===== config.mk =====
export PLATFORM = sky130hd
export DESIGN_NAME = ble_adv_sensor_reading_parser
export DESIGN_NICKNAME = d
export VERILOG_FILES = /design/src/hdl/blesp_pkg.sv /design/src/hdl/blesp_front.sv /design/src/hdl/blesp_queue.sv /design/src/hdl/blesp_back.sv /design/src/hdl/ble_adv_sensor_reading_parser.sv
export SDC_FILE = /design/constraint.sdc
export NUM_CORES = 1
export LEC_CHECK = 0
export BUFFER_PORTS_ARGS = -buffer_cell sky130_fd_sc_hd__buf_2
export CORE_MARGIN = 2
export CORE_UTILIZATION = 60
export CTS_CLUSTER_DIAMETER = 80
export DETAILED_ROUTE_END_ITERATION = 8
export PLACE_DENSITY = 0.8
export SLEW_MARGIN = 20
export SYNTH_ARGS = -nofsm -noshare
export SYNTH_HDL_FRONTEND = slang
export SYNTH_SLANG_ARGS = --single-unit

===== constraint.sdc =====
create_clock -name clk -period 16 [get_ports clk]
set_input_delay 3.2 -clock clk [delete_from_list [all_inputs] [get_ports clk]]
set_output_delay 3.2 -clock clk [all_outputs]
set_load 0.03 [all_outputs]

===== src/hdl/blesp_pkg.sv =====
// ----------------------------------------------------------------------------
// BLE sensor parser package
// Shared types and constants for the advertising-data structure parser.
// ----------------------------------------------------------------------------
package blesp_pkg;

    localparam int MAX_REPORT_BYTES = 31;

    localparam logic [7:0]  TYPE_NAME_SHORT    = 8'h08;
    localparam logic [7:0]  TYPE_NAME_COMPLETE = 8'h09;
    localparam logic [7:0]  TYPE_MANUFACTURER  = 8'hFF;
    localparam logic [7:0]  SENSOR_LEN_A       = 8'd9;
    localparam logic [7:0]  SENSOR_LEN_B       = 8'd10;
    localparam logic [15:0] MATCH_RESET        = 16'h88EC;

    localparam int QUEUE_DEPTH = 4;
    localparam int QUEUE_PTR_W = $clog2(QUEUE_DEPTH);
    localparam int QUEUE_CNT_W = $clog2(QUEUE_DEPTH + 1);

    // Reciprocal of 1000 scaled by 2^34, exact for 24-bit dividends
    localparam int          DIV_SHIFT = 34;
    localparam int          QUOT_W    = 15;
    localparam logic [24:0] DIV_RECIP = 25'd17179870;

    localparam logic [20:0] TEMP_OFFSET = 21'd16000;

    typedef enum logic [1:0] {
        KIND_NAME_BYTE  = 2'd0,
        KIND_NAME_EMPTY = 2'd1,
        KIND_SENSOR     = 2'd2,
        KIND_LEN_ERROR  = 2'd3
    } kind_t;

    typedef struct packed {
        kind_t       kind;
        logic [47:0] addr;
        logic [7:0]  name_char;
        logic        name_last;
        logic        len10;
        logic [7:0]  p3;
        logic [7:0]  p4;
        logic [7:0]  p5;
        logic [7:0]  p6;
        logic [7:0]  p7;
    } cmd_t;

endpackage


===== src/hdl/blesp_front.sv =====
// ----------------------------------------------------------------------------
// BLE sensor parser front end
// Walks the length/type/payload structures and issues one command per result.
// ----------------------------------------------------------------------------
module blesp_front (
    input  logic              clk,
    input  logic              rst_n,
    input  logic              take,
    input  logic [7:0]        data_byte,
    input  logic              report_start,
    input  logic [4:0]        report_length,
    input  logic [47:0]       device_address,
    input  logic [15:0]       match,
    output logic              push,
    output blesp_pkg::cmd_t   cmd
);

    logic [7:0] pos_reg, pos_next;
    logic [7:0] rem_reg, rem_next;
    logic [7:0] slen_reg, slen_next;
    logic [7:0] stype_reg, stype_next;
    logic       halt_reg, halt_next;
    logic [7:0] store_reg [8];
    logic       store_we;
    logic [2:0] store_addr;

    always_comb
    begin
        logic [7:0] pos_b;
        logic [7:0] rem_b;
        logic [7:0] slen_b;
        logic [7:0] stype_b;
        logic       halt_b;
        logic [7:0] len_eff;
        logic       report_end;
        logic [7:0] idx;
        logic [7:0] rem_new;
        logic [7:0] p;
        logic       is_name;

        pos_next   = pos_reg;
        rem_next   = rem_reg;
        slen_next  = slen_reg;
        stype_next = stype_reg;
        halt_next  = halt_reg;
        store_we   = 1'b0;
        store_addr = '0;
        push       = 1'b0;
        cmd        = '0;
        cmd.addr   = device_address;
        cmd.p3     = store_reg[3];
        cmd.p4     = store_reg[4];
        cmd.p5     = store_reg[5];
        cmd.p6     = store_reg[6];
        cmd.p7     = store_reg[7];
        cmd.len10  = (slen_reg == blesp_pkg::SENSOR_LEN_B);

        pos_b   = report_start ? 8'd0 : pos_reg;
        rem_b   = report_start ? 8'd0 : rem_reg;
        slen_b  = report_start ? 8'd0 : slen_reg;
        stype_b = report_start ? 8'd0 : stype_reg;
        halt_b  = report_start ? 1'b0 : halt_reg;

        len_eff = (8'(report_length) > 8'(blesp_pkg::MAX_REPORT_BYTES))
                  ? 8'(blesp_pkg::MAX_REPORT_BYTES) : 8'(report_length);
        report_end = ((9'(pos_b) + 9'd1) == 9'(len_eff));
        idx     = slen_b - rem_b;
        rem_new = rem_b - 8'd1;
        p       = idx - 8'd1;
        is_name = (stype_b == blesp_pkg::TYPE_NAME_SHORT) ||
                  (stype_b == blesp_pkg::TYPE_NAME_COMPLETE);

        if (take)
        begin
            pos_next   = pos_b;
            rem_next   = rem_b;
            slen_next  = slen_b;
            stype_next = stype_b;
            halt_next  = halt_b;

            if (!halt_b && (pos_b < len_eff))
            begin
                if (pos_b != 8'hFF)
                begin
                    pos_next = pos_b + 8'd1;
                end

                if (rem_b == 8'd0)
                begin
                    if ((9'(data_byte) + 9'd1) > 9'(len_eff))
                    begin
                        halt_next = 1'b1;
                        push      = 1'b1;
                        cmd.kind  = blesp_pkg::KIND_LEN_ERROR;
                    end
                    else if (data_byte != 8'd0)
                    begin
                        slen_next = data_byte;
                        rem_next  = data_byte;
                    end
                end
                else
                begin
                    rem_next = rem_new;
                    if (idx == 8'd0)
                    begin
                        stype_next = data_byte;
                        if (((data_byte == blesp_pkg::TYPE_NAME_SHORT) ||
                             (data_byte == blesp_pkg::TYPE_NAME_COMPLETE)) &&
                            (rem_new == 8'd0))
                        begin
                            push     = 1'b1;
                            cmd.kind = blesp_pkg::KIND_NAME_EMPTY;
                        end
                    end
                    else if (is_name)
                    begin
                        push          = 1'b1;
                        cmd.kind      = blesp_pkg::KIND_NAME_BYTE;
                        cmd.name_char = data_byte;
                        cmd.name_last = (rem_new == 8'd0) || report_end;
                    end
                    else if (stype_b == blesp_pkg::TYPE_MANUFACTURER)
                    begin
                        if (p < 8'd8)
                        begin
                            store_we   = 1'b1;
                            store_addr = p[2:0];
                        end
                        if ((rem_new == 8'd0) &&
                            ((slen_b == blesp_pkg::SENSOR_LEN_A) ||
                             (slen_b == blesp_pkg::SENSOR_LEN_B)) &&
                            (store_reg[0] == match[15:8]) &&
                            (store_reg[1] == match[7:0]))
                        begin
                            push     = 1'b1;
                            cmd.kind = blesp_pkg::KIND_SENSOR;
                        end
                    end
                end
            end
        end
    end

    always_ff @(posedge clk or negedge rst_n)
    begin
        if (!rst_n)
        begin
            pos_reg   <= '0;
            rem_reg   <= '0;
            slen_reg  <= '0;
            stype_reg <= '0;
            halt_reg  <= 1'b0;
        end
        else
        begin
            pos_reg   <= pos_next;
            rem_reg   <= rem_next;
            slen_reg  <= slen_next;
            stype_reg <= stype_next;
            halt_reg  <= halt_next;
        end
    end

    always_ff @(posedge clk)
    begin
        if (store_we)
        begin
            store_reg[store_addr] <= data_byte;
        end
    end

endmodule


===== src/hdl/blesp_queue.sv =====
// ----------------------------------------------------------------------------
// BLE sensor parser command queue
// Short FIFO between the parsing front end and the decoding back end.
// ----------------------------------------------------------------------------
module blesp_queue (
    input  logic              clk,
    input  logic              rst_n,
    input  logic              push,
    input  blesp_pkg::cmd_t   push_cmd,
    input  logic              pop,
    output logic              head_valid,
    output blesp_pkg::cmd_t   head_cmd,
    output logic              full
);

    blesp_pkg::cmd_t                     mem_reg [blesp_pkg::QUEUE_DEPTH];
    logic [blesp_pkg::QUEUE_PTR_W-1:0]   wr_ptr_reg, wr_ptr_next;
    logic [blesp_pkg::QUEUE_PTR_W-1:0]   rd_ptr_reg, rd_ptr_next;
    logic [blesp_pkg::QUEUE_CNT_W-1:0]   count_reg, count_next;
    logic                                do_push;
    logic                                do_pop;

    always_comb
    begin
        full        = (count_reg == blesp_pkg::QUEUE_CNT_W'(blesp_pkg::QUEUE_DEPTH));
        head_valid  = (count_reg != '0);
        head_cmd    = mem_reg[rd_ptr_reg];
        do_push     = push && !full;
        do_pop      = pop && head_valid;
        wr_ptr_next = do_push ? wr_ptr_reg + blesp_pkg::QUEUE_PTR_W'(1) : wr_ptr_reg;
        rd_ptr_next = do_pop ? rd_ptr_reg + blesp_pkg::QUEUE_PTR_W'(1) : rd_ptr_reg;
        count_next  = count_reg;
        if (do_push && !do_pop)
        begin
            count_next = count_reg + blesp_pkg::QUEUE_CNT_W'(1);
        end
        else if (do_pop && !do_push)
        begin
            count_next = count_reg - blesp_pkg::QUEUE_CNT_W'(1);
        end
    end

    always_ff @(posedge clk or negedge rst_n)
    begin
        if (!rst_n)
        begin
            wr_ptr_reg <= '0;
            rd_ptr_reg <= '0;
            count_reg  <= '0;
        end
        else
        begin
            wr_ptr_reg <= wr_ptr_next;
            rd_ptr_reg <= rd_ptr_next;
            count_reg  <= count_next;
        end
    end

    always_ff @(posedge clk)
    begin
        if (do_push)
        begin
            mem_reg[wr_ptr_reg] <= push_cmd;
        end
    end

endmodule


===== src/hdl/blesp_back.sv =====
// ----------------------------------------------------------------------------
// BLE sensor parser back end
// Decodes sensor readings in two stages and holds the result word.
// ----------------------------------------------------------------------------
module blesp_back (
    input  logic              clk,
    input  logic              rst_n,
    input  logic              head_valid,
    input  blesp_pkg::cmd_t   head_cmd,
    output logic              pop,
    output logic              out_valid,
    input  logic              out_stall,
    output logic [1:0]        result_kind,
    output logic [47:0]       sender_address,
    output logic [7:0]        name_char,
    output logic              name_last,
    output logic [20:0]       temperature,
    output logic [15:0]       humidity,
    output logic [7:0]        battery
);

    logic                               advance;
    logic [23:0]                        dividend;
    logic [48:0]                        product;
    logic                               s1_valid_reg;
    blesp_pkg::cmd_t                    s1_cmd_reg;
    logic [blesp_pkg::QUOT_W-1:0]       s1_quot_reg;
    logic                               out_valid_reg;
    logic [1:0]                         kind_reg,  kind_next;
    logic [47:0]                        addr_reg,  addr_next;
    logic [7:0]                         char_reg,  char_next;
    logic                               last_reg,  last_next;
    logic [20:0]                        temp_reg,  temp_next;
    logic [15:0]                        hum_reg,   hum_next;
    logic [7:0]                         bat_reg,   bat_next;

    always_comb
    begin
        advance  = !out_valid_reg || !out_stall;
        pop      = head_valid && advance;
        dividend = {head_cmd.p3, head_cmd.p4, head_cmd.p5};
        product  = 49'(dividend) * 49'(blesp_pkg::DIV_RECIP);
    end

    always_comb
    begin
        logic [23:0] v;
        logic [27:0] hum_wide;

        v         = {s1_cmd_reg.p3, s1_cmd_reg.p4, s1_cmd_reg.p5};
        hum_wide  = 28'(v) * 28'd10 - 28'(s1_quot_reg) * 28'd10000;
        kind_next = s1_cmd_reg.kind;
        addr_next = s1_cmd_reg.addr;
        char_next = '0;
        last_next = 1'b0;
        temp_next = '0;
        hum_next  = '0;
        bat_next  = '0;
        unique case (s1_cmd_reg.kind) inside
            blesp_pkg::KIND_NAME_BYTE:
            begin
                char_next = s1_cmd_reg.name_char;
                last_next = s1_cmd_reg.name_last;
            end
            blesp_pkg::KIND_SENSOR:
            begin
                if (s1_cmd_reg.len10)
                begin
                    temp_next = 21'({s1_cmd_reg.p4, s1_cmd_reg.p3}) * 21'd9
                                + blesp_pkg::TEMP_OFFSET;
                    hum_next  = {s1_cmd_reg.p6, s1_cmd_reg.p5};
                    bat_next  = s1_cmd_reg.p7;
                end
                else
                begin
                    temp_next = 21'(s1_quot_reg) * 21'd90 + blesp_pkg::TEMP_OFFSET;
                    hum_next  = hum_wide[15:0];
                    bat_next  = s1_cmd_reg.p6;
                end
            end
            blesp_pkg::KIND_NAME_EMPTY,
            blesp_pkg::KIND_LEN_ERROR:
            begin
                char_next = '0;
            end
            default:
            begin
                char_next = '0;
            end
        endcase
    end

    always_ff @(posedge clk or negedge rst_n)
    begin
        if (!rst_n)
        begin
            s1_valid_reg  <= 1'b0;
            out_valid_reg <= 1'b0;
        end
        else if (advance)
        begin
            s1_valid_reg  <= pop;
            out_valid_reg <= s1_valid_reg;
        end
    end

    always_ff @(posedge clk)
    begin
        if (advance)
        begin
            s1_cmd_reg  <= head_cmd;
            s1_quot_reg <= product[blesp_pkg::DIV_SHIFT +: blesp_pkg::QUOT_W];
            kind_reg    <= kind_next;
            addr_reg    <= addr_next;
            char_reg    <= char_next;
            last_reg    <= last_next;
            temp_reg    <= temp_next;
            hum_reg     <= hum_next;
            bat_reg     <= bat_next;
        end
    end

    assign out_valid      = out_valid_reg;
    assign result_kind    = kind_reg;
    assign sender_address = addr_reg;
    assign name_char      = char_reg;
    assign name_last      = last_reg;
    assign temperature    = temp_reg;
    assign humidity       = hum_reg;
    assign battery        = bat_reg;

endmodule


===== src/hdl/ble_adv_sensor_reading_parser.sv =====
// ----------------------------------------------------------------------------
// BLE advertising sensor reading parser
// Feed the advertising-data bytes of each report on the input channel, one
// word per byte, with report_start high on the first byte. Results leave on
// the output channel: name bytes, empty-name marks, decoded sensor readings
// and length errors, each tagged with the sender address.
// Throughput: one byte per cycle while in_stall is low; the front end parses
// each byte as it is taken, and the back end decoder takes one word per
// cycle while its output is not stalled. A result word goes through the
// queue write, divider stage and output register, then shows on out_valid.
// A four-word queue sits between parser and decoder; in_stall rises only
// when that queue is full, which happens while out_stall holds the output.
// A stalled result word holds its value until taken.
// Reset clears the parse state, the queue and the pipeline valids and loads
// match_reg with 0x88EC. cfg_ready is always high; write the match
// register only while no bytes are in flight.
// ----------------------------------------------------------------------------
module ble_adv_sensor_reading_parser (
    input  logic        clk,
    input  logic        rst_n,
    input  logic        in_valid,
    output logic        in_stall,
    input  logic [7:0]  data_byte,
    input  logic        report_start,
    input  logic [4:0]  report_length,
    input  logic [47:0] device_address,
    input  logic        cfg_valid,
    output logic        cfg_ready,
    input  logic [15:0] cfg_data,
    output logic        out_valid,
    input  logic        out_stall,
    output logic [1:0]  result_kind,
    output logic [47:0] sender_address,
    output logic [7:0]  name_char,
    output logic        name_last,
    output logic [20:0] temperature,
    output logic [15:0] humidity,
    output logic [7:0]  battery
);

    logic [15:0]       match_reg;
    logic              take;
    logic              push;
    blesp_pkg::cmd_t   push_cmd;
    logic              pop;
    logic              head_valid;
    blesp_pkg::cmd_t   head_cmd;
    logic              full;

    assign cfg_ready = 1'b1;
    assign in_stall  = full;
    assign take      = in_valid && !full;

    always_ff @(posedge clk or negedge rst_n)
    begin
        if (!rst_n)
        begin
            match_reg <= blesp_pkg::MATCH_RESET;
        end
        else if (cfg_valid && cfg_ready)
        begin
            match_reg <= cfg_data;
        end
    end

    blesp_front u_front (
        .clk            (clk),
        .rst_n          (rst_n),
        .take           (take),
        .data_byte      (data_byte),
        .report_start   (report_start),
        .report_length  (report_length),
        .device_address (device_address),
        .match          (match_reg),
        .push           (push),
        .cmd            (push_cmd)
    );

    blesp_queue u_queue (
        .clk        (clk),
        .rst_n      (rst_n),
        .push       (push),
        .push_cmd   (push_cmd),
        .pop        (pop),
        .head_valid (head_valid),
        .head_cmd   (head_cmd),
        .full       (full)
    );

    blesp_back u_back (
        .clk            (clk),
        .rst_n          (rst_n),
        .head_valid     (head_valid),
        .head_cmd       (head_cmd),
        .pop            (pop),
        .out_valid      (out_valid),
        .out_stall      (out_stall),
        .result_kind    (result_kind),
        .sender_address (sender_address),
        .name_char      (name_char),
        .name_last      (name_last),
        .temperature    (temperature),
        .humidity       (humidity),
        .battery        (battery)
    );

endmodule


==> metrics.md <==
| Metric | Value |
|---|---|
| Main flop type after synthesis | edfxtp_1 |
| MaxCap Viol Count | 0 |
| Vias | 23840 |
| Hold Path Class | reg2reg |
| Io pins | 190 |
| Cell family with most CP delay | adder cells |
| Vias in the first global route | 25220 |
| Max FO, Critical Path | 51 |
| Drt pass-1 iters | 6 |
| Status | completed |
| GRT Util Overall | 0.2727 |
| Final antenna-violating net count | 0 |
| Crit-path most repeated cell | fa_1 |
| First-pass GRT wire length | 144700 µm |
| Largest net degree at the start of global routing | 81 |
| Total gr overflow | 0 |
| # rows | 95 |
| Layout cell share with drive strength beyond 1 | 0.1457 |
| Clk buf depth | 3 |
| Worst Skew | 0.02631 ns |
| Mapped Nets | 3530 |
| Sequential element share of the synthesized area | 0.5315 |
| Gpl congestion | 0.8733 |
| CTS root buffer | clkbuf_16 |
| Synth top area share | 0.4958 |
| Placed inst area | 42860 µm² |
| Crit-path cells | buf_16, buf_6, mux4_2, fa_1, inv_1, fa_1, inv_1, ha_1, fa_1, fa_1, fa_1, inv_1, fa_1, inv_1, ha_1, nand2_1, o21bai_1, a2111oi_0, o211a_1, a2bb2oi_1, a21oi_1, a21o_1, a21oi_1, xnor2_1 |
| Met2 usage | 0.4746 |
| CTS tree | done |
| Met1 Usage GRT | 0.3498 |
| Max Clock Freq | 113.3 MHz |
| Die area | 70240 µm² |
| Worst path bufs/invs | 6 |
| CP arrival | 9.18 ns |
| Ys Warns | 0 |
| Post_cts resized | 0 |
| Critical Path Source Type | flop |
| Reg clk slew, reported paths | 0.06 ns |
| Initial antenna violation count | 4 |
| Kind of critical path | reg2reg |
| Max reg flops | 400 |
| Max incr delay on CP | 0.83 ns |
| DR WL/cell | 23.71 µm |
| Synth cell count leaders | edfxtp_1 (675), inv_1 (466), ha_1 (406) |
| Core Area | 67280 µm² |
| Final setup violation count | 0 |
| Setup Buffers After CTS | 0 |
| Drt via density | 6.007 |
| Hold-fix buffers, CTS | 0 |
| Routed WL | 94120 µm |
| DP HPWL | 60980 µm |
| Buffers added on ports | 188 |
| Synth-to-Final Area Change | 10.18% |
| Final min period | 8.827 ns |
| Busiest grt layer | met2 |
| WP data required | 16.35 ns |
| M3 GR Usage | 0.04897 |
| Max transition margin | 0.2599 |
| Top cells by area, synth | edfxtp_1 (50%), ha_1 (12%), fa_1 (11%) |
| 1st-iter DRT viols | 2247 |
| Worst setup EP type | flop |
| Inserted Clock Buffers | 70 |
| Unrepaired setup endpoints after global routing | false |
| Cell taking the most area after synthesis | edfxtp_1 |
| Async SR Flop Fraction | 0.07913 |
| Seq cells post-synth | 733 |
| Synth unique cells | 81 |
| Final period util | 0.5517 |
| DRC Markers | 0 |
| Number of synthesized flops with an enable pin | 675 |
| Avg Cell Area, Syn | 14.50 µm² |
| Slew Viols, Final | 0 |
| Slowest CP cell | mux4_2 |
| Die Y | 265.0 µm |
| Cells after synthesis | 2820 |
| Clock sink count | 733 |
| Tightest hold margin | 0.4153 ns |
| Final number of hold-violating endpoints | 0 |
| Die width | 265.0 µm |
| Netlist Area Pre-Place | 40880 µm² |
| Top-count cell post-synth | edfxtp_1 |
| H-tree Lvls | 3 |
| Flop-to-flop setup slack | 7.17 ns |
| Starting Density | 0.6077 |
| Design Area, Final | 45050 µm² |
| Setup tns final | 0 ns |
| Nets | 3753 |
| Worst-Margin Slew | 1.110 ns |
| Worst-Skew Late Latency | 0.61 ns |
[through the flow]
step	util	std cells	setup slack, ns
3_5_place_dp	0.6370	3843	6.791
2_1_floorplan	-	2820	6.425
4_1_cts	0.6691	3967	6.720
3_3_place_gp	0.6370	3843	6.796
5_1_grt	0.6696	3969	6.530
6_report	0.6696	3969	7.173
[metal layers]
metal / vias up / part of all wire
met4: 4 / 0.032
li1: 10520 / -
met5: - / 0.00024
met3: 213 / 0.070
met1: 12050 / 0.38
met2: 1059 / 0.51
[kinds of logic after synthesis]
group	after synthesis	synth area share
flops	733	0.5315
other cells	1	0.00009172
fa+ha+maj	627	0.2325
xor+xnor	123	0.02635
compound gates	281	0.04581
simple gates	394	0.04982
buf+inv	518	0.04765
mux	143	0.06632
[area by class of cell]
type	count	area (µm²)
Antenna cell	1	2.502
Timing Repair Buffer	203	1077
Inverter	466	1749
Clock buffer	92	1898
Sequential cell	733	21740
Tap cell	873	1092
Fill cell	4484	22230
Clock inverter	32	260.3
Multi-Input combinational cell	1569	17230
[worst paths after layout]
path,from,endpoint,cells past startpoint
max in group asynchronous,rst_n,u_queue.rd_ptr_reg[0]$_DFFE_PN0P_,2
setup reg to reg,u_queue.rd_ptr_reg[0]$_DFFE_PN0P_,u_back.s1_quot_reg[12]$_DFFE_PN_,24
setup / recovery,u_queue.rd_ptr_reg[0]$_DFFE_PN0P_,u_back.s1_quot_reg[12]$_DFFE_PN_,24
hold reg to reg,u_back.addr_next[33]$_DFFE_PN_,u_back.sender_address[33]$_DFFE_PN_,0
hold / removal,u_back.addr_next[33]$_DFFE_PN_,u_back.sender_address[33]$_DFFE_PN_,0
min in group asynchronous,rst_n,u_front.rem_reg[3]$_DFFE_PN0P_,2
[worst register-to-register path: stages, from the launching register on]
cell and delay [ns]:
dfrtp_4 0.74, buf_16 0.33, buf_6 0.63, mux4_2 0.87, fa_1 0.60, inv_1 0.05, fa_1 0.47, inv_1 0.04
ha_1 0.28, fa_1 0.52, fa_1 0.45, fa_1 0.57, inv_1 0.07, fa_1 0.53, inv_1 0.04, ha_1 0.35
nand2_1 0.09, o21bai_1 0.11, a2111oi_0 0.42, o211a_1 0.24, a2bb2oi_1 0.44, a21oi_1 0.22, a21o_1 0.25, a21oi_1 0.20
xnor2_1 0.08
[layout by cell type (no fill, tap or decap), types with 23 or more instances in the layout]
master     synthesis  layout
xnor2_1           88      88
mux2i_1           23      23
xor2_1            35      35
nor2b_1           29      29
a21oi_1           84      84
a21o_1            28      28
inv_1            466     466
nor3_1            35      34
nor2_1           100      99
ha_1             406     406
fa_1             221     221
buf_2              0     188
nand2_1           78      77
nand3_1           23      23
edfxtp_1         675     675
clkbuf_16          0      73
and2_1            32      28
mux4_2           100     100
dfrtp_1           51      49
o21ai_0           49      49
Power is not shown: default switching activity piles up to over one toggle a cycle in this logic, so the estimate is an artifact.
